<file path="config.mk">
export PLATFORM = sky130hd
export DESIGN_NAME = palindromic_prime_range_sum
export DESIGN_NICKNAME = d
export VERILOG_FILES = /design/src/pprs_pkg.sv /design/src/palindromic_prime_range_sum.sv /design/src/pprs_dp.sv /design/src/pprs_ctrl.sv
export VERILOG_INCLUDE_DIRS = /design/src /design/src/src
export SDC_FILE = /design/constraint.sdc
export NUM_CORES = 1
export LEC_CHECK = 0
export ABC_AREA = 1
export ABC_CLOCK_PERIOD_IN_PS = 3900
export BUFFER_PORTS_ARGS = -buffer_cell sky130_fd_sc_hd__clkbuf_2
export CAP_MARGIN = 30
export CORE_ASPECT_RATIO = 2
export CORE_MARGIN = 3
export CORE_UTILIZATION = 30
export DETAILED_ROUTE_END_ITERATION = 10
export HOLD_SLACK_MARGIN = 0.05
export PLACE_DENSITY = 0.53
export SKIP_LAST_GASP = 1
export SYNTH_ARGS = -nofsm -noshare
export SYNTH_HDL_FRONTEND = slang
export SYNTH_SLANG_ARGS = --single-unit
</file>
<file path="constraint.sdc">
create_clock -name i_clk -period 3.9 [get_ports i_clk]
set_input_delay 0.39 -clock i_clk [delete_from_list [all_inputs] [get_ports i_clk]]
set_output_delay 0.39 -clock i_clk [all_outputs]
set_load 0.01 [all_outputs]
</file>
<file path="src/palindromic_prime_range_sum_assert.svh">
// ---------------------------------------------------------------------------
// Palindromic prime range sum: assertion macros
// Shared property wrappers clocked on i_clk and disabled while i_rst_n is low.
// ---------------------------------------------------------------------------
`ifndef PALINDROMIC_PRIME_RANGE_SUM_ASSERT_SVH
`define PALINDROMIC_PRIME_RANGE_SUM_ASSERT_SVH

// The consequent must hold in the same cycle as the antecedent.
`define PPRS_ASSERT_SAME(lbl, ante, cons, msg) \
    lbl: assert property (@(posedge i_clk) disable iff (!i_rst_n) \
        (ante) |-> (cons)) else $error(msg);

// The consequent must hold in the cycle after the antecedent.
`define PPRS_ASSERT_NEXT(lbl, ante, cons, msg) \
    lbl: assert property (@(posedge i_clk) disable iff (!i_rst_n) \
        (ante) |=> (cons)) else $error(msg);

`endif

</file>
<file path="src/pprs_pkg.sv">
// ---------------------------------------------------------------------------
// Palindromic prime range sum: package
// Shared constants, controller state encoding and command/status bundles.
// ---------------------------------------------------------------------------
package pprs_pkg;

    localparam int DEF_VALUE_BITS = 20;
    localparam int SUM_W          = 40;

    typedef enum logic [6:0] {
        ST_IDLE   = 7'b0000001,
        ST_CONV   = 7'b0000010,
        ST_SCAN   = 7'b0000100,
        ST_TEST   = 7'b0001000,
        ST_DIV    = 7'b0010000,
        ST_REM    = 7'b0100000,
        ST_FINISH = 7'b1000000
    } t_state;

    typedef struct packed {
        logic load;
        logic conv_step;
        logic div_init;
        logic div_start;
        logic div_step;
        logic d_next;
        logic accum;
        logic n_next;
        logic emit;
    } t_cmd;

    typedef struct packed {
        logic conv_done;
        logic empty;
        logic is_cand;
        logic sq_le_n;
        logic div_done;
        logic rem_zero;
        logic last_n;
        logic out_free;
    } t_sts;

endpackage

</file>
<file path="src/palindromic_prime_range_sum.sv">
// ---------------------------------------------------------------------------
// Palindromic prime range sum: top level
// Sums every number of an inclusive range that is prime and a decimal
// palindrome.
// ---------------------------------------------------------------------------
// The input channel (i_valid, o_stall) takes one range per transfer; the
// output channel (o_valid, i_stall) returns one 40-bit sum per range.
// A range is taken only while the controller is idle; one range is worked
// on at a time, so the next range can be taken only once the controller
// is back in idle after the result is loaded. Work runs as binary to
// decimal conversion, then a scan over each number of the range, plus for
// each palindrome above one a trial division pass per divisor tried and a
// final test when no divisor is found, then the result is loaded. The
// bit-serial remainder unit sets the cost of each divisor.
// An empty range (end below start) returns 0 after the conversion.
// The result sits in an output register; a new range may be taken while
// it waits. If the receiver still stalls the previous result when a new
// sum is ready, the controller holds until that transfer completes.
// Reset returns the controller to idle and empties the output register.
// ---------------------------------------------------------------------------
module palindromic_prime_range_sum import pprs_pkg::*; #(
    parameter int VALUE_BITS = DEF_VALUE_BITS
) (
    input  logic                  i_clk,
    input  logic                  i_rst_n,
    input  logic                  i_valid,
    output logic                  o_stall,
    input  logic [VALUE_BITS-1:0] i_range_start,
    input  logic [VALUE_BITS-1:0] i_range_end,
    output logic                  o_valid,
    input  logic                  i_stall,
    output logic [SUM_W-1:0]      o_prime_palindrome_sum
);

    t_cmd   cmd;
    t_sts   sts;
    t_state state;

    pprs_ctrl u_ctrl (
        .i_clk      (i_clk),
        .i_rst_n    (i_rst_n),
        .i_in_valid (i_valid),
        .o_in_stall (o_stall),
        .i_sts      (sts),
        .o_cmd      (cmd),
        .o_state    (state)
    );

    pprs_dp #(
        .VALUE_BITS (VALUE_BITS)
    ) u_dp (
        .i_clk       (i_clk),
        .i_rst_n     (i_rst_n),
        .i_cmd       (cmd),
        .o_sts       (sts),
        .i_lo        (i_range_start),
        .i_hi        (i_range_end),
        .i_out_stall (i_stall),
        .o_out_valid (o_valid),
        .o_sum       (o_prime_palindrome_sum)
    );

`include "palindromic_prime_range_sum_assert.svh"

`PPRS_ASSERT_SAME(a_emit_free, cmd.emit, sts.out_free, "Result overwrote a pending transfer.")
`PPRS_ASSERT_NEXT(a_load_conv, i_valid && !o_stall, state == ST_CONV, "Range did not convert.")
`PPRS_ASSERT_SAME(a_accum_cand, cmd.accum, sts.is_cand && !sts.sq_le_n, "Summed a bad number.")
`PPRS_ASSERT_NEXT(a_div_rem, (state == ST_DIV) && sts.div_done, state == ST_REM, "Late remainder.")

endmodule

</file>
<file path="src/pprs_dp.sv">
// ---------------------------------------------------------------------------
// Palindromic prime range sum: datapath
// Candidate counter with a decimal shadow, binary to decimal converter,
// bit-serial remainder unit, divisor and square tracking, sum and output
// register.
// ---------------------------------------------------------------------------
module pprs_dp import pprs_pkg::*; #(
    parameter int VALUE_BITS = DEF_VALUE_BITS
) (
    input  logic                  i_clk,
    input  logic                  i_rst_n,
    input  t_cmd                  i_cmd,
    output t_sts                  o_sts,
    input  logic [VALUE_BITS-1:0] i_lo,
    input  logic [VALUE_BITS-1:0] i_hi,
    input  logic                  i_out_stall,
    output logic                  o_out_valid,
    output logic [SUM_W-1:0]      o_sum
);

    localparam int DIGITS = (VALUE_BITS * 3) / 10 + 1;
    localparam int BW     = 4 * DIGITS;
    localparam int DW     = (VALUE_BITS + 1) / 2 + 1;
    localparam int SQW    = VALUE_BITS + 2;
    localparam int CW     = $clog2(VALUE_BITS);

    logic [VALUE_BITS-1:0] r_n;
    logic [VALUE_BITS-1:0] r_hi;
    logic [VALUE_BITS-1:0] r_shift;
    logic [BW-1:0]         r_bcd;
    logic [CW-1:0]         r_cnt;
    logic [DW-1:0]         r_d;
    logic [SQW-1:0]        r_sq;
    logic [DW-1:0]         r_rem;
    logic [SUM_W-1:0]      r_acc;
    logic [SUM_W-1:0]      r_out;
    logic                  r_out_valid;

    logic [BW-1:0]         bcd_adj;
    logic [BW-1:0]         n_bcd_conv;
    logic [BW-1:0]         n_bcd_inc;
    logic                  inc_carry;
    logic [DW:0]           rem_sh;
    logic [DW:0]           rem_diff;
    logic [DW-1:0]         n_rem;
    logic                  mirror;
    logic                  pal;
    logic                  out_free;

    always_comb begin
        for (int i = 0; i < DIGITS; i++) begin
            if (r_bcd[4*i +: 4] >= 4'd5) begin
                bcd_adj[4*i +: 4] = r_bcd[4*i +: 4] + 4'd3;
            end else begin
                bcd_adj[4*i +: 4] = r_bcd[4*i +: 4];
            end
        end
        n_bcd_conv = {bcd_adj[BW-2:0], r_shift[VALUE_BITS-1]};
    end

    always_comb begin
        inc_carry = 1'b1;
        n_bcd_inc = r_bcd;
        for (int i = 0; i < DIGITS; i++) begin
            if (inc_carry) begin
                if (r_bcd[4*i +: 4] == 4'd9) begin
                    n_bcd_inc[4*i +: 4] = 4'd0;
                end else begin
                    n_bcd_inc[4*i +: 4] = r_bcd[4*i +: 4] + 4'd1;
                    inc_carry = 1'b0;
                end
            end
        end
    end

    always_comb begin
        pal    = 1'b0;
        mirror = 1'b1;
        for (int l = 1; l <= DIGITS; l++) begin
            mirror = 1'b1;
            for (int k = 0; k < l; k++) begin
                if (r_bcd[4*k +: 4] != r_bcd[4*(l-1-k) +: 4]) begin
                    mirror = 1'b0;
                end
            end
            if (r_bcd[4*(l-1) +: 4] != 4'd0) begin
                pal = mirror;
            end
        end
    end

    always_comb begin
        rem_sh   = {r_rem, r_shift[VALUE_BITS-1]};
        rem_diff = rem_sh - {1'b0, r_d};
        if (rem_sh >= {1'b0, r_d}) begin
            n_rem = rem_diff[DW-1:0];
        end else begin
            n_rem = rem_sh[DW-1:0];
        end
    end

    assign out_free = !r_out_valid || !i_out_stall;

    always_comb begin
        o_sts.conv_done = (r_cnt == CW'(VALUE_BITS - 1));
        o_sts.div_done  = (r_cnt == CW'(VALUE_BITS - 1));
        o_sts.empty     = (r_hi < r_n);
        o_sts.is_cand   = pal && (r_n > VALUE_BITS'(1));
        o_sts.sq_le_n   = (r_sq <= SQW'(r_n));
        o_sts.rem_zero  = (r_rem == '0);
        o_sts.last_n    = (r_n == r_hi);
        o_sts.out_free  = out_free;
    end

    always_ff @(posedge i_clk) begin
        if (i_cmd.load) begin
            r_n     <= i_lo;
            r_hi    <= i_hi;
            r_shift <= i_lo;
            r_bcd   <= '0;
            r_cnt   <= '0;
            r_acc   <= '0;
        end
        if (i_cmd.conv_step) begin
            r_bcd   <= n_bcd_conv;
            r_shift <= {r_shift[VALUE_BITS-2:0], 1'b0};
            r_cnt   <= r_cnt + CW'(1);
        end
        if (i_cmd.div_init) begin
            r_d  <= DW'(2);
            r_sq <= SQW'(4);
        end
        if (i_cmd.div_start) begin
            r_rem   <= '0;
            r_shift <= r_n;
            r_cnt   <= '0;
        end
        if (i_cmd.div_step) begin
            r_rem   <= n_rem;
            r_shift <= {r_shift[VALUE_BITS-2:0], 1'b0};
            r_cnt   <= r_cnt + CW'(1);
        end
        if (i_cmd.d_next) begin
            r_d  <= r_d + DW'(1);
            r_sq <= r_sq + SQW'({r_d, 1'b1});
        end
        if (i_cmd.accum) begin
            r_acc <= r_acc + SUM_W'(r_n);
        end
        if (i_cmd.n_next) begin
            r_n   <= r_n + VALUE_BITS'(1);
            r_bcd <= n_bcd_inc;
        end
        if (i_cmd.emit) begin
            r_out <= r_acc;
        end
    end

    always_ff @(posedge i_clk) begin
        if (!i_rst_n) begin
            r_out_valid <= 1'b0;
        end else if (i_cmd.emit) begin
            r_out_valid <= 1'b1;
        end else if (!i_out_stall) begin
            r_out_valid <= 1'b0;
        end
    end

    assign o_out_valid = r_out_valid;
    assign o_sum       = r_out;

endmodule

</file>
<file path="src/pprs_ctrl.sv">
// ---------------------------------------------------------------------------
// Palindromic prime range sum: controller
// Sequences conversion, the candidate scan and the trial division loop.
// ---------------------------------------------------------------------------
module pprs_ctrl import pprs_pkg::*; (
    input  logic   i_clk,
    input  logic   i_rst_n,
    input  logic   i_in_valid,
    output logic   o_in_stall,
    input  t_sts   i_sts,
    output t_cmd   o_cmd,
    output t_state o_state
);

    t_state r_state;
    t_state n_state;

    always_comb begin
        n_state = r_state;
        o_cmd   = '0;
        case (r_state)
            ST_IDLE: begin
                if (i_in_valid) begin
                    o_cmd.load = 1'b1;
                    n_state    = ST_CONV;
                end
            end
            ST_CONV: begin
                o_cmd.conv_step = 1'b1;
                if (i_sts.conv_done) begin
                    n_state = i_sts.empty ? ST_FINISH : ST_SCAN;
                end
            end
            ST_SCAN: begin
                if (i_sts.is_cand) begin
                    o_cmd.div_init = 1'b1;
                    n_state        = ST_TEST;
                end else if (i_sts.last_n) begin
                    n_state = ST_FINISH;
                end else begin
                    o_cmd.n_next = 1'b1;
                end
            end
            ST_TEST: begin
                if (i_sts.sq_le_n) begin
                    o_cmd.div_start = 1'b1;
                    n_state         = ST_DIV;
                end else begin
                    o_cmd.accum = 1'b1;
                    if (i_sts.last_n) begin
                        n_state = ST_FINISH;
                    end else begin
                        o_cmd.n_next = 1'b1;
                        n_state      = ST_SCAN;
                    end
                end
            end
            ST_DIV: begin
                o_cmd.div_step = 1'b1;
                if (i_sts.div_done) begin
                    n_state = ST_REM;
                end
            end
            ST_REM: begin
                if (!i_sts.rem_zero) begin
                    o_cmd.d_next = 1'b1;
                    n_state      = ST_TEST;
                end else if (i_sts.last_n) begin
                    n_state = ST_FINISH;
                end else begin
                    o_cmd.n_next = 1'b1;
                    n_state      = ST_SCAN;
                end
            end
            ST_FINISH: begin
                if (i_sts.out_free) begin
                    o_cmd.emit = 1'b1;
                    n_state    = ST_IDLE;
                end
            end
            default: begin
                n_state = ST_IDLE;
            end
        endcase
    end

    always_ff @(posedge i_clk) begin
        if (!i_rst_n) begin
            r_state <= ST_IDLE;
        end else begin
            r_state <= n_state;
        end
    end

    assign o_in_stall = (r_state != ST_IDLE);
    assign o_state    = r_state;

endmodule
</file>
==> results of run 1 <==
-- cell families after synthesis --
logic type | after synthesis | synth area share, %
compound gates | 351 | 13.2
simple gates | 753 | 21.7
xor+xnor | 58 | 3.39
flops | 225 | 44.5
buf+inv | 255 | 7.04
fa+ha+maj | 119 | 10.1
-- power groups by stage --
stage | logic [mW] | clock network [mW] | registers, mW
floorplan | 0.882 | 0 | 2.99
global placement | 1.18 | 0 | 3.10
detailed placement | 1.19 | 0 | 3.11
CTS | 1.22 | 2.36 | 3.06
global route | 1.36 | 2.45 | 3.08
finish | 1.21 | 2.29 | 3.06
-- placed cells by master, fill, tap and decap left out, types with 12 or more instances in the layout --
master,instances
inv_1,196
dlygate4sd3_1,20
nand2_1,355
nand4_1,40
o21a_1,15
a21oi_1,147
clkbuf_2,85
nor2_1,183
o21ai_1,13
or2_2,12
ha_1,116
nor4_1,18
xnor2_1,21
nor3_1,35
buf_4,27
a41oi_1,12
nand2_2,14
xor2_1,37
nand3_1,78
o21ai_0,112
edfxtp_1,216
clkbuf_16,24
-- registers in the layout (all words and copies together), names as in the netlist --
name	flops
u_dp.r_d	11
u_dp.o_out_valid	1
u_dp.r_shift	20
u_dp.r_bcd	28
u_dp.r_rem	11
u_dp.r_acc	40
u_dp.o_sum	40
u_dp.r_hi	20
u_dp.r_cnt	5
u_dp.r_n	20
u_dp.r_sq	22
u_ctrl.o_state	7
-- cell usage after synthesis (7+ instances only) --
cell type / count
nor2_1: 185
dfxtp_1: 9
edfxtp_1: 216
xnor2_1: 21
o21a_1: 15
a31oi_1: 7
a21oi_1: 147
o21ai_0: 112
nand2_1: 356
o31ai_1: 7
or2_2: 12
ha_1: 116
buf_2: 16
nand4_1: 40
nand2_2: 13
nor3_1: 35
buf_4: 8
clkbuf_1: 16
xor2_1: 37
nor4_1: 19
a41oi_1: 12
o21ai_1: 13
inv_1: 196
nand3_1: 78
inv_2: 11
o22ai_1: 9
-- through the flow --
| step | hold slack (ps) | cell area [sq um] | cells |
|---|---|---|---|
| 3_5_place_dp | 451 | 16200 | 2469 |
| 5_1_grt | 76.8 | 17100 | 2534 |
| 6_report | 77.2 | 17100 | 2536 |
| 3_3_place_gp | 443 | 16200 | 2469 |
| 2_1_floorplan | 433 | 15000 | 1761 |
| 4_1_cts | 67.7 | 17100 | 2533 |
-- what timing repair did --
item                      in CTS  in global routing
gates resized for setup        0                  0
hold buffers                  20                  0
hold endpoints to repair      20                  0
buffers inserted               0                  0
-- final timing paths --
check                           cells past startpoint                         from                             end
worst max-delay path                               14       u_dp.r_n[11]$_DFFE_PP_        u_dp.r_bcd[21]$_DFFE_PP_
worst min-delay path                                2                      i_rst_n  u_ctrl.o_state[0]$_SDFFE_PN1P_
worst max register to register                     14       u_dp.r_n[11]$_DFFE_PP_        u_dp.r_bcd[21]$_DFFE_PP_
worst min register to register                      0  u_dp.r_acc[0]$_SDFFCE_PN0P_         u_dp.o_sum[0]$_DFFE_PP_
-- layout make-up --
class	instances	area share (%)
Multi-Input combinational cell	1281	42.4
Sequential cell	225	38.9
Timing Repair Buffer	132	4.84
Tap cell	643	4.70
Inverter	208	4.57
Clock buffer	29	3.62
Clock inverter	15	0.855
Antenna cell	3	0.0438
-- worst reg2reg max path, delay by kind of cell, from the launching register on --
family / cells / cell delay, ps
simple gates: 9 / 1550
fa+ha+maj: 1 / 280
buf+inv: 2 / 350
flops: 1 / 490
compound gates: 2 / 340
-- layer usage --
| metal | vias to the layer above | wire [um] |
|---|---|---|
| met2 | 324 | 25700 |
| met5 | - | 0 |
| li1 | 6292 | - |
| met1 | 6121 | 16200 |
| met4 | 0 | 2010 |
| met3 | 89 | 1710 |
==> results.json, run 1 <==
{
  "status": "complete, no violations",
  "pre_cts_ws_ps": 594,
  "dr.pass1.iters": 6,
  "cap_violations": 0,
  "die-area_sq_um": 52800,
  "cpMaxStageDelayCell": "nand4_1",
  "crit_path_start_kind": "flip-flop",
  "power.switching_mw": 2.03,
  "io_pins": 86,
  "crit_required_ps": 4180,
  "grt_util_met3_pct": 1.92,
  "grt_pass1_vias": 12700,
  "finalSetupViolCount": 0,
  "drtIter0Drc": 597,
  "synth_nets": 1924,
  "gp_congestion": 0.927,
  "crit_chain": "inv_1 -> ha_1 -> a21oi_1 -> nor2_1 -> nor2_1 -> nand2_1 -> o21ai_0 -> nand3_1 -> nand3_1 -> nand2_1 -> nand2_1 -> nand4_1 -> nand3_1 -> inv_1",
  "final_util_pct": 34.8,
  "hold_class": "input pin to flip-flop",
  "path_buf_inv": 2,
  "fmax_ghz": 0.302,
  "crit_fanout": 10,
  "wl_per_cell_um": 18.0,
  "ys_ff_latch": 225,
  "dp_hpwl_um": 35600,
  "synth_area_sq_um": 15000,
  "overflow": 0,
  "grt_setup_unrepaired": "no",
  "period_needed_ps": 3310,
  "leakagePower_nw": 7.04,
  "totalNegativeSetupSlack_ps": 0,
  "power_density_nw_per_um2": 384,
  "track_usage_pct": 17.0,
  "synthToLayoutAreaGrowth_pct": 14.4,
  "yosys_warnings": 0,
  "synth_edf_count": 216,
  "hold_viol": 0,
  "p_total_mw": 6.57,
  "portBuffers": 85,
  "p_int_mw": 4.54,
  "period_share_pct": 84.9,
  "route.detailed.drc": 0,
  "grt_busiest_layer": "met2",
  "yosys.area.top_type": "edfxtp_1",
  "num_rows": 115,
  "power_frac_seq_pct": 46.6,
  "layout-drive-gt1-share_pct": 10.6,
  "setup_ws_ps": 589,
  "ys_types": 52,
  "slew_headroom_pct": 28.8,
  "cts.sinks": 225,
  "setup.worst_path.end_class": "flip-flop",
  "vias_per_cell": 5.06,
  "clk_path_buf_depth": 3,
  "cts_root_buf": "clkbuf_16",
  "grt_util_met2_pct": 34.2,
  "cp_top_family": "simple AND/OR/NAND/NOR gates",
  "syn_inst": 1761,
  "cpPeakStageDelay_ps": 530,
  "tightestPinTransition_ps": 1060,
  "cts_made_buffers": 24,
  "async_flop_share_pct": 0,
  "synth.top_cells.by_area": "edfxtp_1 43%, ha_1 9.7%, nand2_1 8.9%, a21oi_1 4.9%, inv_1 4.9%",
  "cts_tree": "done",
  "ys.flop_type": "edfxtp_1",
  "fp.dieH_um": 322,
  "n_fill_cell": 5117,
  "clk_pin_slew_worst_paths_ps": 70,
  "multiInputGateArea_sq_um": 7270,
  "num_vias": 12800,
  "die_x_um": 164,
  "synth_area_per_cell_sq_um": 8.50,
  "seq_area_sq_um": 6670,
  "p_comb_share_pct": 18.5,
  "yosysTopAreaCellShare_pct": 43.3,
  "grt_pass1_wl_um": 69700,
  "power.switching_fraction_pct": 30.9,
  "grt_max_degree": 41,
  "clock_skew_ps": 38.7,
  "r2r_slack_ps": 590,
  "grtUsageMet1_pct": 17.0,
  "antenna_found_initial": 3,
  "antenna_left": 0,
  "drv_slew": 0,
  "arrival_ps": 3590,
  "clkPwrFrac_pct": 34.9,
  "htree_num_levels": 1,
  "routed_wl_um": 45600,
  "seq_area_frac_synth_pct": 44.5,
  "vdd_drop_max_uv": 313,
  "finalNetCount": 2035,
  "initial_core_util_pct": 30.4,
  "core_sq_um": 49200,
  "critical_path_class": "flip-flop to flip-flop",
  "insertion_delay_ps": 570
}
Power figures use the tool's default switching activity.
==> inputs of run 2 (changes only) <==
--- a/config.mk
+++ b/config.mk
@@ -6,8 +6,8 @@
 export SDC_FILE = /design/constraint.sdc
 export NUM_CORES = 1
 export LEC_CHECK = 0
-export ABC_AREA = 1
-export ABC_CLOCK_PERIOD_IN_PS = 3900
+export ABC_AREA = 0
+export ABC_CLOCK_PERIOD_IN_PS = 2810
 export BUFFER_PORTS_ARGS = -buffer_cell sky130_fd_sc_hd__clkbuf_2
 export CAP_MARGIN = 30
 export CORE_ASPECT_RATIO = 2
@@ -15,7 +15,7 @@
 export CORE_UTILIZATION = 30
 export DETAILED_ROUTE_END_ITERATION = 10
 export HOLD_SLACK_MARGIN = 0.05
-export PLACE_DENSITY = 0.53
+export PLACE_DENSITY = 0.55
 export SKIP_LAST_GASP = 1
 export SYNTH_ARGS = -nofsm -noshare
 export SYNTH_HDL_FRONTEND = slang
==> constraint.sdc (replaced) <==
create_clock -name i_clk -period 2.81 [get_ports i_clk]
set_input_delay 0.281 -clock i_clk [delete_from_list [all_inputs] [get_ports i_clk]]
set_output_delay 0.281 -clock i_clk [all_outputs]
set_load 0.01 [all_outputs]
==> results.json, run 2 <==
{
  "status": "complete, but fails checks",
  "failed_checks": "negative setup slack",
  "grt_max_degree": 41,
  "synth_area_sq_um": 14500,
  "crit_path_start_kind": "flip-flop",
  "ys_ff_latch": 225,
  "synth_edf_count": 216,
  "cts_tree": "done",
  "antenna_left": 0,
  "ys_types": 71,
  "dr.pass1.iters": 4,
  "track_usage_pct": 16.3,
  "seq_area_frac_synth_pct": 45.9,
  "crit_required_ps": 3060,
  "period_needed_ps": 3030,
  "grt_setup_unrepaired": "yes",
  "yosys.area.top_type": "edfxtp_1",
  "syn_inst": 1430,
  "num_vias": 12000,
  "async_flop_share_pct": 0,
  "hold_start": "i_stall",
  "crit_fanout": 8,
  "synth.top_cells.by_area": "edfxtp_1 45%, ha_1 10%, xnor2_1 6.0%, nor2_1 4.7%, a21oi_1 3.5%",
  "fp.dieH_um": 317,
  "synth_area_per_cell_sq_um": 10.2,
  "cts.sinks": 225,
  "yosys_warnings": 0,
  "critical_path_class": "flip-flop to flip-flop",
  "reg2regPathDepth": 11,
  "period_share_pct": 108,
  "leakagePower_nw": 7.92,
  "post-synth-top-count-cell": "edfxtp_1",
  "totalNegativeSetupSlack_ps": -14030,
  "placed_area_sq_um": 17500,
  "synth_nets": 1593,
  "arrival_ps": 3290,
  "setup_ws_ps": -223,
  "fin_area_sq_um": 20000,
  "ys.flop_type": "edfxtp_1",
  "cts_made_buffers": 24,
  "r2r_end": "u_dp.r_bcd[14]$_DFFE_PP_",
  "hold_class": "input pin to flip-flop",
  "reg2reg_from": "u_dp.r_sq[17]$_SDFFCE_PN0N_",
  "finalNetCount": 1949,
  "tightestPinTransition_ps": 1010,
  "cts_root_buf": "clkbuf_16",
  "drtIter0Drc": 472,
  "route.detailed.drc": 0,
  "pre_cts_ws_ps": -240,
  "cp-startpoint": "u_dp.r_sq[17]$_SDFFCE_PN0N_",
  "clk_path_buf_depth": 3,
  "die-area_sq_um": 51300,
  "die_x_um": 162,
  "antenna_found_initial": 1,
  "fmax_ghz": 0.330,
  "insertion_delay_ps": 570,
  "wl_per_cell_um": 17.9,
  "final_common_cell": "buf_4",
  "final_cell_mix": "225 x buf_4, 216 x edfxtp_1, 162 x nor2_1",
  "clock_skew_ps": 39.5,
  "hold-path-endpoint": "u_dp.o_out_valid$_SDFFE_PN0P_",
  "slew_headroom_pct": 32.3,
  "num_rows": 113,
  "clk_pin_slew_worst_paths_ps": 70,
  "htree_num_levels": 1,
  "dp_hpwl_um": 32600,
  "grt_pass1_wl_um": 65900,
  "gp_congestion": 0.885,
  "portBuffers": 85,
  "setup.worst_path.end_class": "flip-flop",
  "routed_wl_um": 43500,
  "io_pins": 86,
  "overflow": 0,
  "synth.top_cells.by_count": "216 x edfxtp_1, 181 x nor2_1, 116 x ha_1, 106 x nand2_1, 102 x a21oi_1",
  "grt_pass1_vias": 12500,
  "min_path_cells": 3,
  "final_util_pct": 41.9,
  "vdd_drop_max_uv": 355,
  "synthToLayoutAreaGrowth_pct": 37.5,
  "core_sq_um": 47600,
  "initial_core_util_pct": 30.5,
  "finalSetupViolCount": 159,
  "power_density_nw_per_um2": 439,
  "vias_per_cell": 4.92,
  "layout-drive-gt1-share_pct": 31.2,
  "yosysTopAreaCellShare_pct": 44.6,
  "r2r_slack_ps": -220,
  "cap_violations": 0,
  "hold_viol": 0,
  "drv_slew": 0
}
==> run 2: cell count changes after synthesis, moves of 13 or more <==
cell / change
xnor2_1: +78
buf_2: +13
nor2b_1: +14
a21oi_1: -45
inv_1: -122
nand2_1: -250
o32ai_1: +19
nand2b_1: +21
o21ai_0: -48
a21o_1: +14
nand3_1: -44
mux2_1: +15
==> run 2: metal layers <==
| metal | wire [um] | vias up | global-route usage, % |
|---|---|---|---|
| li1 | - | 5879 | - |
| met1 | 15100 | 5773 | 15.4 |
| met2 | 24300 | 218 | 32.8 |
| met3 | 1160 | 109 | 1.51 |
| met5 | 0 | - | 0 |
| met4 | 2950 | 0 | 9.99 |
==> run 2: cell type report <==
| cell class | count | area, sq um |
|---|---|---|
| antenna | 1 | 2.50 |
| clock buffer | 28 | 616 |
| clock inverter | 16 | 158 |
| fill | 4565 | 27700 |
| inverter | 75 | 284 |
| multi-input combinational | 1075 | 8310 |
| sequential | 225 | 6670 |
| tap | 632 | 791 |
| timing repair buffer | 385 | 3160 |
==> run 2: logic make-up (layout without fill, tap and decap cells) <==
kind of cell	Yosys count	after routing	share of synthesized area (%)
buf+inv	130	504	3.71
xor+xnor	147	147	8.86
simple gates	492	492	16.3
mux	39	39	2.92
flops	225	225	45.9
other cells	0	1	0
fa+ha+maj	119	119	10.4
compound gates	278	278	11.9
==> run 2: per-stage QoR <==
step / hold slack, ps / instances / power, mW
floorplan: 357 / 1430 / 4.82
global placement: 459 / 2313 / 5.38
detailed placement: 452 / 2313 / 5.41
CTS: 59.3 / 2424 / 8.80
global route: 67.5 / 2437 / 9.15
finish: 88.1 / 2437 / 8.78
==> run 2: critical path: stages (launching register included) <==
cell and delay [ps]:
edfxtp_1 440, ha_4 290, nand4_1 120, or4_4 520, or2_0 230, o22ai_2 200, o21ai_4 80, nand2_2 90
o21ai_4 80, buf_12 160, o41ai_4 300, buf_4 190
==> run 2: report_power, final <==
group	switching, mW	internal [mW]	total [mW]
Clock	1.44	1.77	3.20
Sequential	0.111	3.83	3.94
Combinational	0.855	0.779	1.63
==> run 2: worst max path at each step <==
stage / end / slack (ps) / cells after the start
2_1_floorplan: u_dp.r_d[0]$_SDFFCE_PN0N_ / -210 / 10
3_3_place_gp: u_dp.r_acc[39]$_SDFFCE_PN0P_ / -290 / 10
3_5_place_dp: u_dp.r_acc[27]$_SDFFCE_PN0P_ / -240 / 10
4_1_cts: u_dp.r_bcd[14]$_DFFE_PP_ / -200 / 11
5_1_grt: u_dp.r_bcd[23]$_DFFE_PP_ / -310 / 13
6_report: u_dp.r_bcd[14]$_DFFE_PP_ / -220 / 11
==> run 2: what timing repair did <==
action | in CTS | in global routing
resized for setup | 92 | 113
pin swaps | 27 | 62
endpoints found under the hold margin | 35 | 0
cloned | 7 | 4
buffers inserted | 26 | 19
setup endpoints to repair | 214 | 240
hold buffers | 35 | 0
==> inputs of run 3 (changes only) <==
--- a/config.mk
+++ b/config.mk
@@ -7,15 +7,15 @@
 export NUM_CORES = 1
 export LEC_CHECK = 0
 export ABC_AREA = 0
-export ABC_CLOCK_PERIOD_IN_PS = 2810
-export BUFFER_PORTS_ARGS = -buffer_cell sky130_fd_sc_hd__clkbuf_2
+export ABC_CLOCK_PERIOD_IN_PS = 3600
 export CAP_MARGIN = 30
 export CORE_ASPECT_RATIO = 2
 export CORE_MARGIN = 3
 export CORE_UTILIZATION = 30
 export DETAILED_ROUTE_END_ITERATION = 10
+export DONT_BUFFER_PORTS = 1
 export HOLD_SLACK_MARGIN = 0.05
-export PLACE_DENSITY = 0.55
+export PLACE_DENSITY = 0.52
 export SKIP_LAST_GASP = 1
 export SYNTH_ARGS = -nofsm -noshare
 export SYNTH_HDL_FRONTEND = slang
==> constraint.sdc (replaced) <==
create_clock -name i_clk -period 3.6 [get_ports i_clk]
set_input_delay 0.36 -clock i_clk [delete_from_list [all_inputs] [get_ports i_clk]]
set_output_delay 0.36 -clock i_clk [all_outputs]
set_load 0.01 [all_outputs]
==> results.json, run 3 (synthesized netlist as in run 2, its figures left out) <==
{
  "tightestPinTransition_ps": 823,
  "fmax_ghz": 0.299,
  "route.detailed.drc": 0,
  "arrival_ps": 3530,
  "setup_ws_ps": 261,
  "antenna_left": 0,
  "status": "complete, no violations",
  "drtIter0Drc": 624,
  "clock_skew_ps": 40.6,
  "hold_class": "input pin to flip-flop",
  "power.switching_mw": 1.80,
  "grt_pass1_vias": 11200,
  "fin_area_sq_um": 17000,
  "cpPeakStageDelay_ps": 660,
  "synthToLayoutAreaGrowth_pct": 17.3,
  "reg2reg_from": "u_dp.r_n[19]$_DFFE_PP_",
  "crit_top_cell": "o21ai_4",
  "clk_path_buf_depth": 3,
  "layout-drive-gt1-share_pct": 10.1,
  "crit_fanout": 6,
  "cts_setup_buffers": 0,
  "p_int_mw": 5.06,
  "vdd_drop_max_uv": 333,
  "reg2regPathDepth": 10,
  "slew_headroom_pct": 45.0,
  "insertion_delay_ps": 580,
  "finalNonFillerCells": 2168,
  "cap_violations": 0,
  "final_util_pct": 35.8,
  "path_buf_inv": 1,
  "finalNetCount": 1681,
  "totalNegativeSetupSlack_ps": 0,
  "hold_viol": 0,
  "clk_pin_slew_worst_paths_ps": 70,
  "power_frac_seq_pct": 45.2,
  "drv_slew": 0,
  "num_vias": 11000,
  "io_pins": 86,
  "cp_top_family": "compound AO/OA/AOI/OAI gates",
  "cts_root_buf": "clkbuf_16",
  "finalSetupViolCount": 0,
  "dp_hpwl_um": 31100,
  "initial_core_util_pct": 30.5,
  "grt_pass1_wl_um": 63100,
  "pre_cts_ws_ps": 110,
  "antenna_found_initial": 1,
  "power.switching_fraction_pct": 26.2,
  "crit_required_ps": 3790,
  "period_needed_ps": 3340,
  "cts_made_buffers": 24,
  "cts_tree": "done",
  "power_density_nw_per_um2": 402,
  "r2r_slack_ps": 260,
  "wl_per_cell_um": 18.7,
  "overflow": 0,
  "final_common_cell": "edfxtp_1",
  "die_x_um": 162,
  "core_sq_um": 47600,
  "dr.pass1.iters": 7,
  "fp.dieH_um": 317,
  "leakagePower_nw": 6.35,
  "routed_wl_um": 40400,
  "gp_congestion": 0.955,
  "crit_chain": "inv_1 -> ha_1 -> nand4_1 -> or4_4 -> or2_0 -> o22ai_2 -> o21ai_4 -> nand2_2 -> o21ai_4 -> o21ai_0",
  "placed_area_sq_um": 15700,
  "cp_num_cells": 10,
  "portBuffers": 0,
  "cts.sinks": 225,
  "period_share_pct": 92.8,
  "cpMaxStageDelayCell": "o21ai_0",
  "r2r_end": "u_dp.r_bcd[11]$_DFFE_PP_",
  "place_inst": 2082,
  "vias_per_cell": 5.08,
  "htree_num_levels": 1,
  "die-area_sq_um": 51300,
  "cp-startpoint": "u_dp.r_n[19]$_DFFE_PP_",
  "crit_path_start_kind": "flip-flop",
  "grt_setup_unrepaired": "no",
  "setup.worst_path.end_class": "flip-flop",
  "grt_max_degree": 45,
  "p_comb_share_pct": 13.3,
  "crit_path_end": "u_dp.r_bcd[11]$_DFFE_PP_",
  "clkPwrFrac_pct": 41.5,
  "track_usage_pct": 15.6,
  "final_cell_mix": "216 x edfxtp_1, 181 x nor2_1, 116 x ha_1",
  "critical_path_class": "flip-flop to flip-flop",
  "num_rows": 113
}
-- run 3: cell count changes in the layout (fill, tap and decap cells not counted), moves of 18 or more --
cell | before | now
a21oi_1 | 79 | 100
o32ai_1 | 1 | 19
nor2_1 | 162 | 181
o21ai_0 | 38 | 62
clkbuf_2 | 85 | 0
buf_4 | 225 | 70
-- run 3: worst min-delay path, delay by kind of cell --
| family | cells | cell delay, ps |
|---|---|---|
| mux | 1 | 50 |
| compound gates | 1 | 60 |
| simple gates | 2 | 200 |
-- run 3: what timing repair did --
action / in CTS / in global routing
endpoints found under the hold margin: 48 / 0
hold buffers: 42 / 0
gates resized for setup: 0 / 2
endpoints found under the setup margin: 0 / 2
-- run 3: layout make-up --
class                   count  area (sq um)
diodes                      1          2.50
clock buffers              27           612
clock inverters            16           278
fillers                  4796         30600
inverters                  75           282
multi-input cells        1075          7360
flip-flops and latches    225          6670
well taps                 632           791
repair buffers            117          1050
-- run 3: power by group through the flow --
| stage | sequential, mW | combinational (mW) | clock (mW) |
|---|---|---|---|
| final | 3.10 | 0.914 | 2.85 |
| after global routing | 3.11 | 1.02 | 3.01 |
| after CTS | 3.10 | 0.922 | 2.93 |
| after detailed placement | 3.15 | 0.874 | 0 |
| after global placement | 3.15 | 0.859 | 0 |
| after floorplan | 3.10 | 0.633 | 0 |
-- run 3: worst min path at each step --
stage,from,to,slack [ps],cells after the start
final,i_range_start[0],u_dp.r_shift[0]$_SDFFE_PP0P_,150,4
after global routing,i_valid,u_ctrl.o_state[1]$_SDFFE_PN0P_,160,3
after CTS,i_range_start[0],u_dp.r_shift[0]$_SDFFE_PP0P_,130,4
after detailed placement,i_rst_n,u_ctrl.o_state[0]$_SDFFE_PN1P_,450,1
after global placement,i_rst_n,u_ctrl.o_state[0]$_SDFFE_PN1P_,440,1
after floorplan,u_dp.r_acc[0]$_SDFFCE_PN0P_,u_dp.o_sum[0]$_DFFE_PP_,430,0
-- run 3: per-layer routing --
| layer | part of all wire (%) | wire (um) | GRT usage, % | up-vias |
|---|---|---|---|---|
| met4 | 4.4 | 1790 | 7.03 | 0 |
| met5 | 0 | 0 | 0 | - |
| met2 | 55 | 22200 | 30.6 | 217 |
| met1 | 38 | 15300 | 16.5 | 5368 |
| met3 | 3.0 | 1200 | 1.62 | 79 |
| li1 | - | - | - | 5345 |
-- run 3: per-stage QoR --
stage	total power [mW]	hold WS (ps)
6_report	6.86	151
5_1_grt	7.14	160
4_1_cts	6.95	130
3_5_place_dp	4.03	446
3_3_place_gp	4.01	442
2_1_floorplan	3.74	433
